[src/rtl/mfrpt_pkg.sv]
// ----------------------------------------------------------------------------
// mfrpt_pkg
// Shared types and constants of the mesh frame receive block with peer table.
// ----------------------------------------------------------------------------
`default_nettype none

package mfrpt_pkg;

    localparam int PEER_SLOTS = 20;
    localparam int SLOT_W     = (PEER_SLOTS > 1) ? $clog2(PEER_SLOTS) : 1;
    localparam int KNOWN_W    = $clog2(PEER_SLOTS + 1);

    localparam logic [7:0] MAGIC_ONE     = 8'h42;
    localparam logic [7:0] MAGIC_TWO     = 8'h52;
    localparam logic [7:0] KIND_BEACON   = 8'h01;
    localparam logic [7:0] KIND_DATA     = 8'h02;
    localparam logic [7:0] KIND_DISCOVER = 8'h04;
    localparam logic [7:0] MIN_LENGTH    = 8'd5;

    typedef enum logic [2:0] {
        ACT_SHORT    = 3'd0,
        ACT_FOREIGN  = 3'd1,
        ACT_OWN      = 3'd2,
        ACT_BEACON   = 3'd3,
        ACT_DATA     = 3'd4,
        ACT_RELAY    = 3'd5,
        ACT_DISCOVER = 3'd6,
        ACT_OTHER    = 3'd7
    } t_action;

    typedef enum logic [1:0] {
        PST_FOUND = 2'd0,
        PST_ADDED = 2'd1,
        PST_FULL  = 2'd2,
        PST_NONE  = 2'd3
    } t_peer_status;

    typedef struct packed {
        logic [7:0]  frame_length;
        logic [7:0]  magic_first;
        logic [7:0]  magic_second;
        logic [7:0]  frame_kind;
        logic [47:0] source_address;
        logic [7:0]  hops_so_far;
        logic [7:0]  time_to_live;
        logic [15:0] sequence_number;
        logic [31:0] time_now_ms;
    } t_in_item;

    typedef struct packed {
        logic [2:0]  action;
        logic [4:0]  peer_slot;
        logic [1:0]  peer_status;
        logic [7:0]  relay_hops;
        logic [7:0]  relay_ttl;
        logic [31:0] frames_received;
    } t_out_item;

    // lookup token moving down the cell row
    typedef struct packed {
        logic              valid;
        logic              hit;
        logic [SLOT_W-1:0] slot;
    } t_token;

    // table update, broadcast to all cells
    typedef struct packed {
        logic              en;
        logic              new_peer;
        logic [SLOT_W-1:0] slot;
        logic [47:0]       addr;
        logic [31:0]       seen;
        logic [15:0]       seq;
    } t_cell_wr;

endpackage

`default_nettype wire

[src/rtl/mfrpt_cell.sv]
// ----------------------------------------------------------------------------
// mfrpt_cell
// One peer table entry; compares the passing lookup token and forwards it.
// ----------------------------------------------------------------------------
`default_nettype none

module mfrpt_cell import mfrpt_pkg::*; (
    input  wire logic               i_clk,
    input  wire logic               i_rst_n,
    input  wire logic [SLOT_W-1:0]  i_index,
    input  wire logic [KNOWN_W-1:0] i_known,
    input  wire logic [47:0]        i_key,
    input  wire t_token             i_token,
    output t_token                  o_token,
    input  wire t_cell_wr           i_wr
);

    logic [47:0]       r_addr;
    logic [31:0]       r_seen;
    logic [15:0]       r_seq;
    logic              r_tok_valid;
    logic              r_tok_hit;
    logic [SLOT_W-1:0] r_tok_slot;

    logic in_use;
    logic match;

    assign in_use = KNOWN_W'(i_index) < i_known;
    assign match  = in_use && (r_addr == i_key);

    always_ff @(posedge i_clk) begin
        if (!i_rst_n) begin
            r_tok_valid <= 1'b0;
        end else begin
            r_tok_valid <= i_token.valid;
        end
    end

    // first match wins: an earlier hit passes through untouched
    always_ff @(posedge i_clk) begin
        r_tok_hit  <= i_token.hit | match;
        r_tok_slot <= i_token.hit ? i_token.slot : i_index;
    end

    always_ff @(posedge i_clk) begin
        if (i_wr.en && (i_wr.slot == i_index)) begin
            if (i_wr.new_peer) begin
                r_addr <= i_wr.addr;
            end
            r_seen <= i_wr.seen;
            r_seq  <= i_wr.seq;
        end
    end

    assign o_token.valid = r_tok_valid;
    assign o_token.hit   = r_tok_hit;
    assign o_token.slot  = r_tok_slot;

endmodule

`default_nettype wire

[src/rtl/mfrpt_ctrl.sv]
// ----------------------------------------------------------------------------
// mfrpt_ctrl
// Frame checks, frame counter, lookup sequencing, table update and result.
// ----------------------------------------------------------------------------
`default_nettype none

module mfrpt_ctrl import mfrpt_pkg::*; (
    input  wire logic               i_clk,
    input  wire logic               i_rst_n,
    input  wire logic [47:0]        i_own_address,
    input  wire logic               i_in_valid,
    output logic                    o_in_ready,
    input  wire t_in_item           i_in_item,
    output logic                    o_out_valid,
    input  wire logic               i_out_ready,
    output t_out_item               o_out_item,
    output t_token                  o_token,
    input  wire t_token             i_token,
    output logic [KNOWN_W-1:0]      o_known,
    output logic [47:0]             o_key,
    output t_cell_wr                o_wr
);

    typedef enum logic [2:0] {
        ST_IDLE = 3'b001,
        ST_SCAN = 3'b010,
        ST_DONE = 3'b100
    } t_state;

    t_state             r_state, n_state;
    t_in_item           r_item;
    logic               r_launch;
    logic [KNOWN_W-1:0] r_known, n_known;
    logic [31:0]        r_count, n_count;
    t_out_item          r_result, n_result;
    logic               r_out_valid;
    t_out_item          r_out;

    logic              accept;
    logic              in_good;
    logic              scan_end;
    logic              full;
    logic [SLOT_W-1:0] slot;
    logic              out_load;
    t_action           action;

    assign o_in_ready = (r_state == ST_IDLE);
    assign accept     = i_in_valid && o_in_ready;
    assign in_good    = (i_in_item.frame_length >= MIN_LENGTH)
                        && (i_in_item.magic_first == MAGIC_ONE)
                        && (i_in_item.magic_second == MAGIC_TWO);

    assign scan_end = (r_state == ST_SCAN) && i_token.valid;
    assign full     = !i_token.hit && (r_known == KNOWN_W'(PEER_SLOTS));
    assign slot     = i_token.hit ? i_token.slot : r_known[SLOT_W-1:0];
    assign out_load = (r_state == ST_DONE) && (!r_out_valid || i_out_ready);

    always_comb begin
        if (r_item.source_address == i_own_address) begin
            action = ACT_OWN;
        end else begin
            case (r_item.frame_kind)
                KIND_BEACON:   action = ACT_BEACON;
                KIND_DATA:     action = (r_item.time_to_live != 8'd0) ? ACT_RELAY : ACT_DATA;
                KIND_DISCOVER: action = ACT_DISCOVER;
                default:       action = ACT_OTHER;
            endcase
        end
    end

    always_comb begin
        o_wr.en       = scan_end && !full;
        o_wr.new_peer = !i_token.hit;
        o_wr.slot     = slot;
        o_wr.addr     = r_item.source_address;
        o_wr.seen     = r_item.time_now_ms;
        o_wr.seq      = r_item.sequence_number;
    end

    always_comb begin
        n_state  = r_state;
        n_known  = r_known;
        n_count  = r_count;
        n_result = r_result;
        case (r_state)
            ST_IDLE: begin
                if (accept) begin
                    n_result.peer_slot   = 5'd0;
                    n_result.peer_status = PST_NONE;
                    n_result.relay_hops  = 8'd0;
                    n_result.relay_ttl   = 8'd0;
                    if (in_good) begin
                        n_count = r_count + 32'd1;
                        n_state = ST_SCAN;
                    end else begin
                        n_state = ST_DONE;
                        n_result.action = (i_in_item.frame_length < MIN_LENGTH)
                                          ? ACT_SHORT : ACT_FOREIGN;
                    end
                    n_result.frames_received = n_count;
                end
            end
            ST_SCAN: begin
                if (i_token.valid) begin
                    n_state         = ST_DONE;
                    n_result.action = action;
                    if (i_token.hit) begin
                        n_result.peer_status = PST_FOUND;
                    end else if (full) begin
                        n_result.peer_status = PST_FULL;
                    end else begin
                        n_result.peer_status = PST_ADDED;
                        n_known = r_known + KNOWN_W'(1);
                    end
                    n_result.peer_slot = full ? 5'd0 : 5'(slot);
                    if (action == ACT_RELAY) begin
                        n_result.relay_hops = r_item.hops_so_far + 8'd1;
                        n_result.relay_ttl  = r_item.time_to_live - 8'd1;
                    end
                end
            end
            ST_DONE: begin
                if (out_load) begin
                    n_state = ST_IDLE;
                end
            end
            default: n_state = ST_IDLE;
        endcase
    end

    always_ff @(posedge i_clk) begin
        if (!i_rst_n) begin
            r_state     <= ST_IDLE;
            r_launch    <= 1'b0;
            r_known     <= '0;
            r_count     <= '0;
            r_out_valid <= 1'b0;
        end else begin
            r_state  <= n_state;
            r_launch <= accept && in_good;
            r_known  <= n_known;
            r_count  <= n_count;
            if (out_load) begin
                r_out_valid <= 1'b1;
            end else if (i_out_ready) begin
                r_out_valid <= 1'b0;
            end
        end
    end

    always_ff @(posedge i_clk) begin
        if (accept) begin
            r_item <= i_in_item;
        end
        r_result <= n_result;
        if (out_load) begin
            r_out <= r_result;
        end
    end

    // token enters the row the cycle after the item is captured
    assign o_token.valid = r_launch;
    assign o_token.hit   = 1'b0;
    assign o_token.slot  = '0;
    assign o_known       = r_known;
    assign o_key         = r_item.source_address;
    assign o_out_valid   = r_out_valid;
    assign o_out_item    = r_out;

    a_known_bound: assert property (@(posedge i_clk) disable iff (!i_rst_n)
        r_known <= KNOWN_W'(PEER_SLOTS))
        else $error("peer count beyond table size");

    a_token_in_scan: assert property (@(posedge i_clk) disable iff (!i_rst_n)
        i_token.valid |-> (r_state == ST_SCAN))
        else $error("lookup token outside of a scan");

    a_append_grows: assert property (@(posedge i_clk) disable iff (!i_rst_n)
        (o_wr.en && o_wr.new_peer) |=> (r_known == $past(r_known) + KNOWN_W'(1)))
        else $error("append did not bump peer count");

    a_relay_zero: assert property (@(posedge i_clk) disable iff (!i_rst_n)
        (o_out_valid && (o_out_item.action != ACT_RELAY))
        |-> ((o_out_item.relay_hops == 8'd0) && (o_out_item.relay_ttl == 8'd0)))
        else $error("relay fields set on non-relay item");

    a_no_lookup: assert property (@(posedge i_clk) disable iff (!i_rst_n)
        (o_out_valid && (o_out_item.peer_status == PST_NONE))
        |-> ((o_out_item.action == ACT_SHORT) || (o_out_item.action == ACT_FOREIGN)))
        else $error("accepted frame reported without lookup");

endmodule

`default_nettype wire

[src/rtl/mesh_frame_receive_peer_table.sv]
// ----------------------------------------------------------------------------
// mesh_frame_receive_peer_table
// Mesh frame header receive path with a peer table held in a row of cells.
// ----------------------------------------------------------------------------
// One frame header is taken at a time. A short or foreign frame skips the
// lookup; its result passes through the done state into the output
// register, and the next item is accepted after that. Other frames send a
// lookup token down the row of PEER_SLOTS table cells, one cell per cycle,
// and the result is formed when the token leaves the last cell; the length
// of the cell row sets how long a lookup takes. The result sits in an
// output register, so a new item is accepted while the previous result
// waits to be taken; the block stalls only when the next result is ready
// before that one is taken. Table entries are only compared below the
// peer count, which reset clears.
`default_nettype none

module mesh_frame_receive_peer_table import mfrpt_pkg::*; (
    input  wire logic        i_clk,
    input  wire logic        i_rst_n,
    input  wire logic        i_cfg_wr_en,
    input  wire logic [47:0] i_cfg_wr_data,
    input  wire logic        i_in_valid,
    output logic             o_in_ready,
    input  wire t_in_item    i_in_item,
    output logic             o_out_valid,
    input  wire logic        i_out_ready,
    output t_out_item        o_out_item
);

    logic [47:0]        r_own_address;
    t_token             w_tok [PEER_SLOTS+1];
    logic [KNOWN_W-1:0] w_known;
    logic [47:0]        w_key;
    t_cell_wr           w_wr;

    always_ff @(posedge i_clk) begin
        if (!i_rst_n) begin
            r_own_address <= '0;
        end else if (i_cfg_wr_en) begin
            r_own_address <= i_cfg_wr_data;
        end
    end

    mfrpt_ctrl u_ctrl (
        .i_clk         (i_clk),
        .i_rst_n       (i_rst_n),
        .i_own_address (r_own_address),
        .i_in_valid    (i_in_valid),
        .o_in_ready    (o_in_ready),
        .i_in_item     (i_in_item),
        .o_out_valid   (o_out_valid),
        .i_out_ready   (i_out_ready),
        .o_out_item    (o_out_item),
        .o_token       (w_tok[0]),
        .i_token       (w_tok[PEER_SLOTS]),
        .o_known       (w_known),
        .o_key         (w_key),
        .o_wr          (w_wr)
    );

    for (genvar g = 0; g < PEER_SLOTS; g++) begin : g_cell
        mfrpt_cell u_cell (
            .i_clk   (i_clk),
            .i_rst_n (i_rst_n),
            .i_index (SLOT_W'(g)),
            .i_known (w_known),
            .i_key   (w_key),
            .i_token (w_tok[g]),
            .o_token (w_tok[g+1]),
            .i_wr    (w_wr)
        );
    end

endmodule

`default_nettype wire

[config.mk]
export PLATFORM = sky130hd
export DESIGN_NAME = mesh_frame_receive_peer_table
export DESIGN_NICKNAME = d
export VERILOG_FILES = /design/src/rtl/mfrpt_pkg.sv /design/src/rtl/mfrpt_cell.sv /design/src/rtl/mfrpt_ctrl.sv /design/src/rtl/mesh_frame_receive_peer_table.sv
export SDC_FILE = /design/constraint.sdc
export NUM_CORES = 2
export LEC_CHECK = 0
export BUFFER_PORTS_ARGS = -buffer_cell sky130_fd_sc_hd__buf_2
export CORE_MARGIN = 3
export CORE_UTILIZATION = 40
export DETAILED_ROUTE_END_ITERATION = 8
export PLACE_DENSITY = 0.53
export SLEW_MARGIN = 20
export SYNTH_ARGS = -nofsm -noshare
export SYNTH_HDL_FRONTEND = slang
export SYNTH_SLANG_ARGS = --single-unit
[constraint.sdc]
create_clock -name i_clk -period 5.2 [get_ports i_clk]
set_input_delay 0.26 -clock i_clk [delete_from_list [all_inputs] [get_ports i_clk]]
set_output_delay 0.26 -clock i_clk [all_outputs]
set_load 0.005 [all_outputs]
==> results list <==
- Outcome: completed
- Bufs on Longest Clock Path: 3
- Number of buffers created by CTS: 143
- For the final database, setup skew stands at 24.3 ps.
* Number of nets with antenna violations after routing: 0
- Leading cell types by count after synthesis: edfxtp_1, xnor2_1, xor2_1
* Maximum level of the CTS H-tree: 4
- Top fanout value on the critical path: 26
- The core region is 0.134 mm^2.
* Total clock sinks: 1347
- Among all flip-flop cells after synthesis, the most frequent one is edfxtp_1.
* Area Overhead vs Synth: 18.6%
- Entering global routing, the biggest net connects 59 pins.
* Fraction of power spent switching nets: 22.3%
- Number of setup violations in the final report: 0
* Post-Synthesis Net Count: 3699
- Dominant cells by area after synthesis: edfxtp_1, xnor2_1, dfxtp_1
* Starting DRC count in detailed routing: 2370
- Classification of the worst-slack hold path: input port to register
- Summed over all layers, the global routing overflow is 0.
- Worst voltage drop across the vdd grid: 308 uV
* Number of input and output port buffers inserted: 208
* Post-synthesis instance total: 3497
* Peak Freq: 240 MHz
- For this block, the routed nets add up to 146000 um of wire.
- In this run, flip-flops and latches consume 51.4% of the power.
- Most frequently used cell type in the post-synthesis netlist: edfxtp_1
- Post-synthesis cell type count: 60
* Initial antenna violation count: 9
- In this run the vertical extent of the chip is 373 um.
* Data arrival, critical path: 4600 ps
- In this run, post-CTS repair resized a total of 0 instances.
- The count of endpoints failing hold in the final timing report was 0.
- Post-placement cell area: 0.0581 mm^2
- The cell sitting at the root of the clock tree is a clkbuf_16.
- Clock transition at the registers of the reported paths: 60 ps
* Final estimated routing congestion in global placement: 0.832
- After detailed routing, the number of vias per cell comes to 5.09.
- The via count of the first global-routing pass is 29400.
- Finished Layout Cells: 5851
- Width of the chip: 373 um
* Cell Int Power: 18.1 mW
- Once layout is done, the placed cells without fillers occupy 0.0639 mm^2.
- The die covers 0.139 mm^2.
- Estimated wirelength of the detail-placed design: 92800 um
- Area of the mapped netlist: 0.0539 mm^2
- Setup repair after global routing left no endpoint under its margin.
- Cell type contributing the most total cell area after synthesis: edfxtp_1
- Drt pass-1 iters: 5
- STA classifies the critical path startpoint as a register.
* TritonCTS clock tree: built
- Routed via count: 29800
- At the later pin of the worst-skew pair, clock insertion delay measures 770 ps.
- The first global-routing pass estimated 209000 um of wire.
- Pwr per Cell Area: 364 mW/mm^2
- Setup slack on the critical path of the routed design comes to 1030 ps.
- The worst setup path is captured at a register.
* Detail-routed net length per standard cell: 24.9 um
- OpenSTA, run right after detailed placement, puts the worst setup slack at 1080 ps.
- Warnings from Yosys: 0
- The average instance in the mapped netlist occupies 15.4 um^2.
- Counting tap cells, the placed design contains a total of 5461 instances.
* Starting density of the core: 40.3%
- After synthesis the netlist holds a flip-flop and latch count of 1347.
* Synth async-reset ratio: 0%
- The critical path in this run is classified as register to register.
- Final worst path period need: 4170 ps
- Final period util: 80.2%
- Row generation in the floorplan step produced 134 rows.
* Clock group share of total power: 42.7%
- Slew @ Worst Pin: 1040 ps
* P_leak: 21.1 nW
- Register area share after synthesis: 71.3%
- In the routed design, unresolved DRC markers number 0.
- Max transition margin: 28.4%
- After routing, the total negative slack on setup checks comes to 0 ps.
* IO Count: 257
* Fraction of final layout cells with drive strength greater than 1: 14.8%
- Synth top area share: 64.0%
- Combinational group share of total power: 6.0%
- The final layout contains 4163 nets.
- Number of flops mapped to enable cells by yosys: 1148
- Max-slew violations: 0
* Required time at the endpoint of the critical path: 5630 ps
* Max_cap viols: 0
- In this run the power spent charging and discharging nets is 5.20 mW.
* Total global-route track usage: 20.8%
==> cell families (layout without fill, tap and decap cells) <==
family | Yosys count | after routing | synth area share (%)
muxes | 52 | 52 | 0.968
buffers and inverters | 213 | 797 | 1.56
DFF | 1347 | 1347 | 71.3
xor gates and xnor gates | 1017 | 1017 | 16.5
and+or+nand+nor | 712 | 712 | 7.57
adders and majority gates | 5 | 5 | 0.116
AOI/OAI and AO/OA | 151 | 151 | 1.91
other | 0 | 2 | 0
==> layer usage <==
layer  global-route usage [%]  routed length (um)  up-vias
li1                         -                   -    13700
met1                     29.7               66600    15000
met2                     32.9               67400      900
met3                     3.31                8120      195
met4                     6.25                3390        2
met5                        0                  13        -
==> placed cells by master, fill, tap and decap left out, types with 39 or more instances in the layout <==
| master | count |
|---|---|
| and2_1 | 49 |
| buf_2 | 208 |
| buf_4 | 119 |
| clkbuf_16 | 149 |
| dfxtp_1 | 199 |
| dlygate4sd3_1 | 123 |
| edfxtp_1 | 1148 |
| inv_1 | 53 |
| mux2i_1 | 51 |
| nand2b_1 | 39 |
| nand4_1 | 180 |
| nor2_1 | 104 |
| nor4_1 | 137 |
| xnor2_1 | 599 |
| xor2_1 | 418 |
==> path summary, 6_finish.rpt <==
| path | startpoint | end | slack [ps] | cells after the start |
|---|---|---|---|---|
| worst min register to register | g_cell[0].u_cell.r_tok_hit | g_cell[1].u_cell.r_tok_slot[0] | 390 | 1 |
| worst min-delay path | i_in_valid | u_ctrl.r_launch | 120 | 4 |
| worst max-delay path | u_ctrl.o_known[0] | g_cell[11].u_cell.r_addr[41] | 1030 | 6 |
| worst max register to register | u_ctrl.o_known[0] | g_cell[11].u_cell.r_addr[41] | 1030 | 6 |
==> stage by stage <==
| stage | total power, mW | hold WS (ps) | util, % |
|---|---|---|---|
| after floorplan | 12.8 | 356 | - |
| after global placement | 13.5 | 369 | 43.4 |
| after detailed placement | 13.5 | 381 | 43.5 |
| after CTS | 23.5 | 40.2 | 47.8 |
| after global routing | 24.0 | 110 | 47.8 |
| final | 23.3 | 120 | 47.8 |
==> critical path, cell delays in order, from the launching register on <==
cell and delay (ps):
dfxtp_1 590, inv_1 260, ha_1 320, a311oi_2 800
nand4_1 570, nor2_4 820, buf_4 440
==> final cells by class <==
class / count / area (um^2)
Inverter: 55 / 209
Fill cell: 11400 / 69700
Tap cell: 1768 / 2210
Multi-Input combinational cell: 1937 / 14800
Sequential cell: 1347 / 38500
Clock inverter: 72 / 612
Clock buffer: 193 / 3950
Antenna cell: 2 / 5.00
Timing Repair Buffer: 477 / 3710
==> sequential cells by signal, summed over array words and instances, names as in the netlist <==
signal / count
u_ctrl.r_result: 58
u_ctrl.r_count: 32
g_cell.u_cell.r_tok_hit: 20
r_own_address: 48
u_ctrl.r_launch: 1
u_ctrl.o_key: 48
u_ctrl.r_state: 3
g_cell.u_cell.r_tok_slot: 69
u_ctrl.o_out_item: 58
g_cell.u_cell.r_addr: 960
g_cell.u_cell.r_tok_valid: 20
u_ctrl.r_item: 24
u_ctrl.o_known: 5
u_ctrl.o_out_valid: 1
==> power groups by stage <==
stage | Sequential [mW] | Combinational, mW | Clock (mW)
3_3_place_gp | 12.2 | 1.31 | 0
3_5_place_dp | 12.2 | 1.34 | 0
2_1_floorplan | 12.2 | 0.671 | 0
5_1_grt | 11.9 | 1.49 | 10.6
6_report | 11.9 | 1.39 | 9.92
4_1_cts | 11.9 | 1.42 | 10.2
==> what timing repair did <==
action / in CTS / in global routing
buffers inserted: 0 / 0
hold buffers: 123 / 0
hold endpoints to repair: 144 / 0
(Power assumes the default switching activity.)
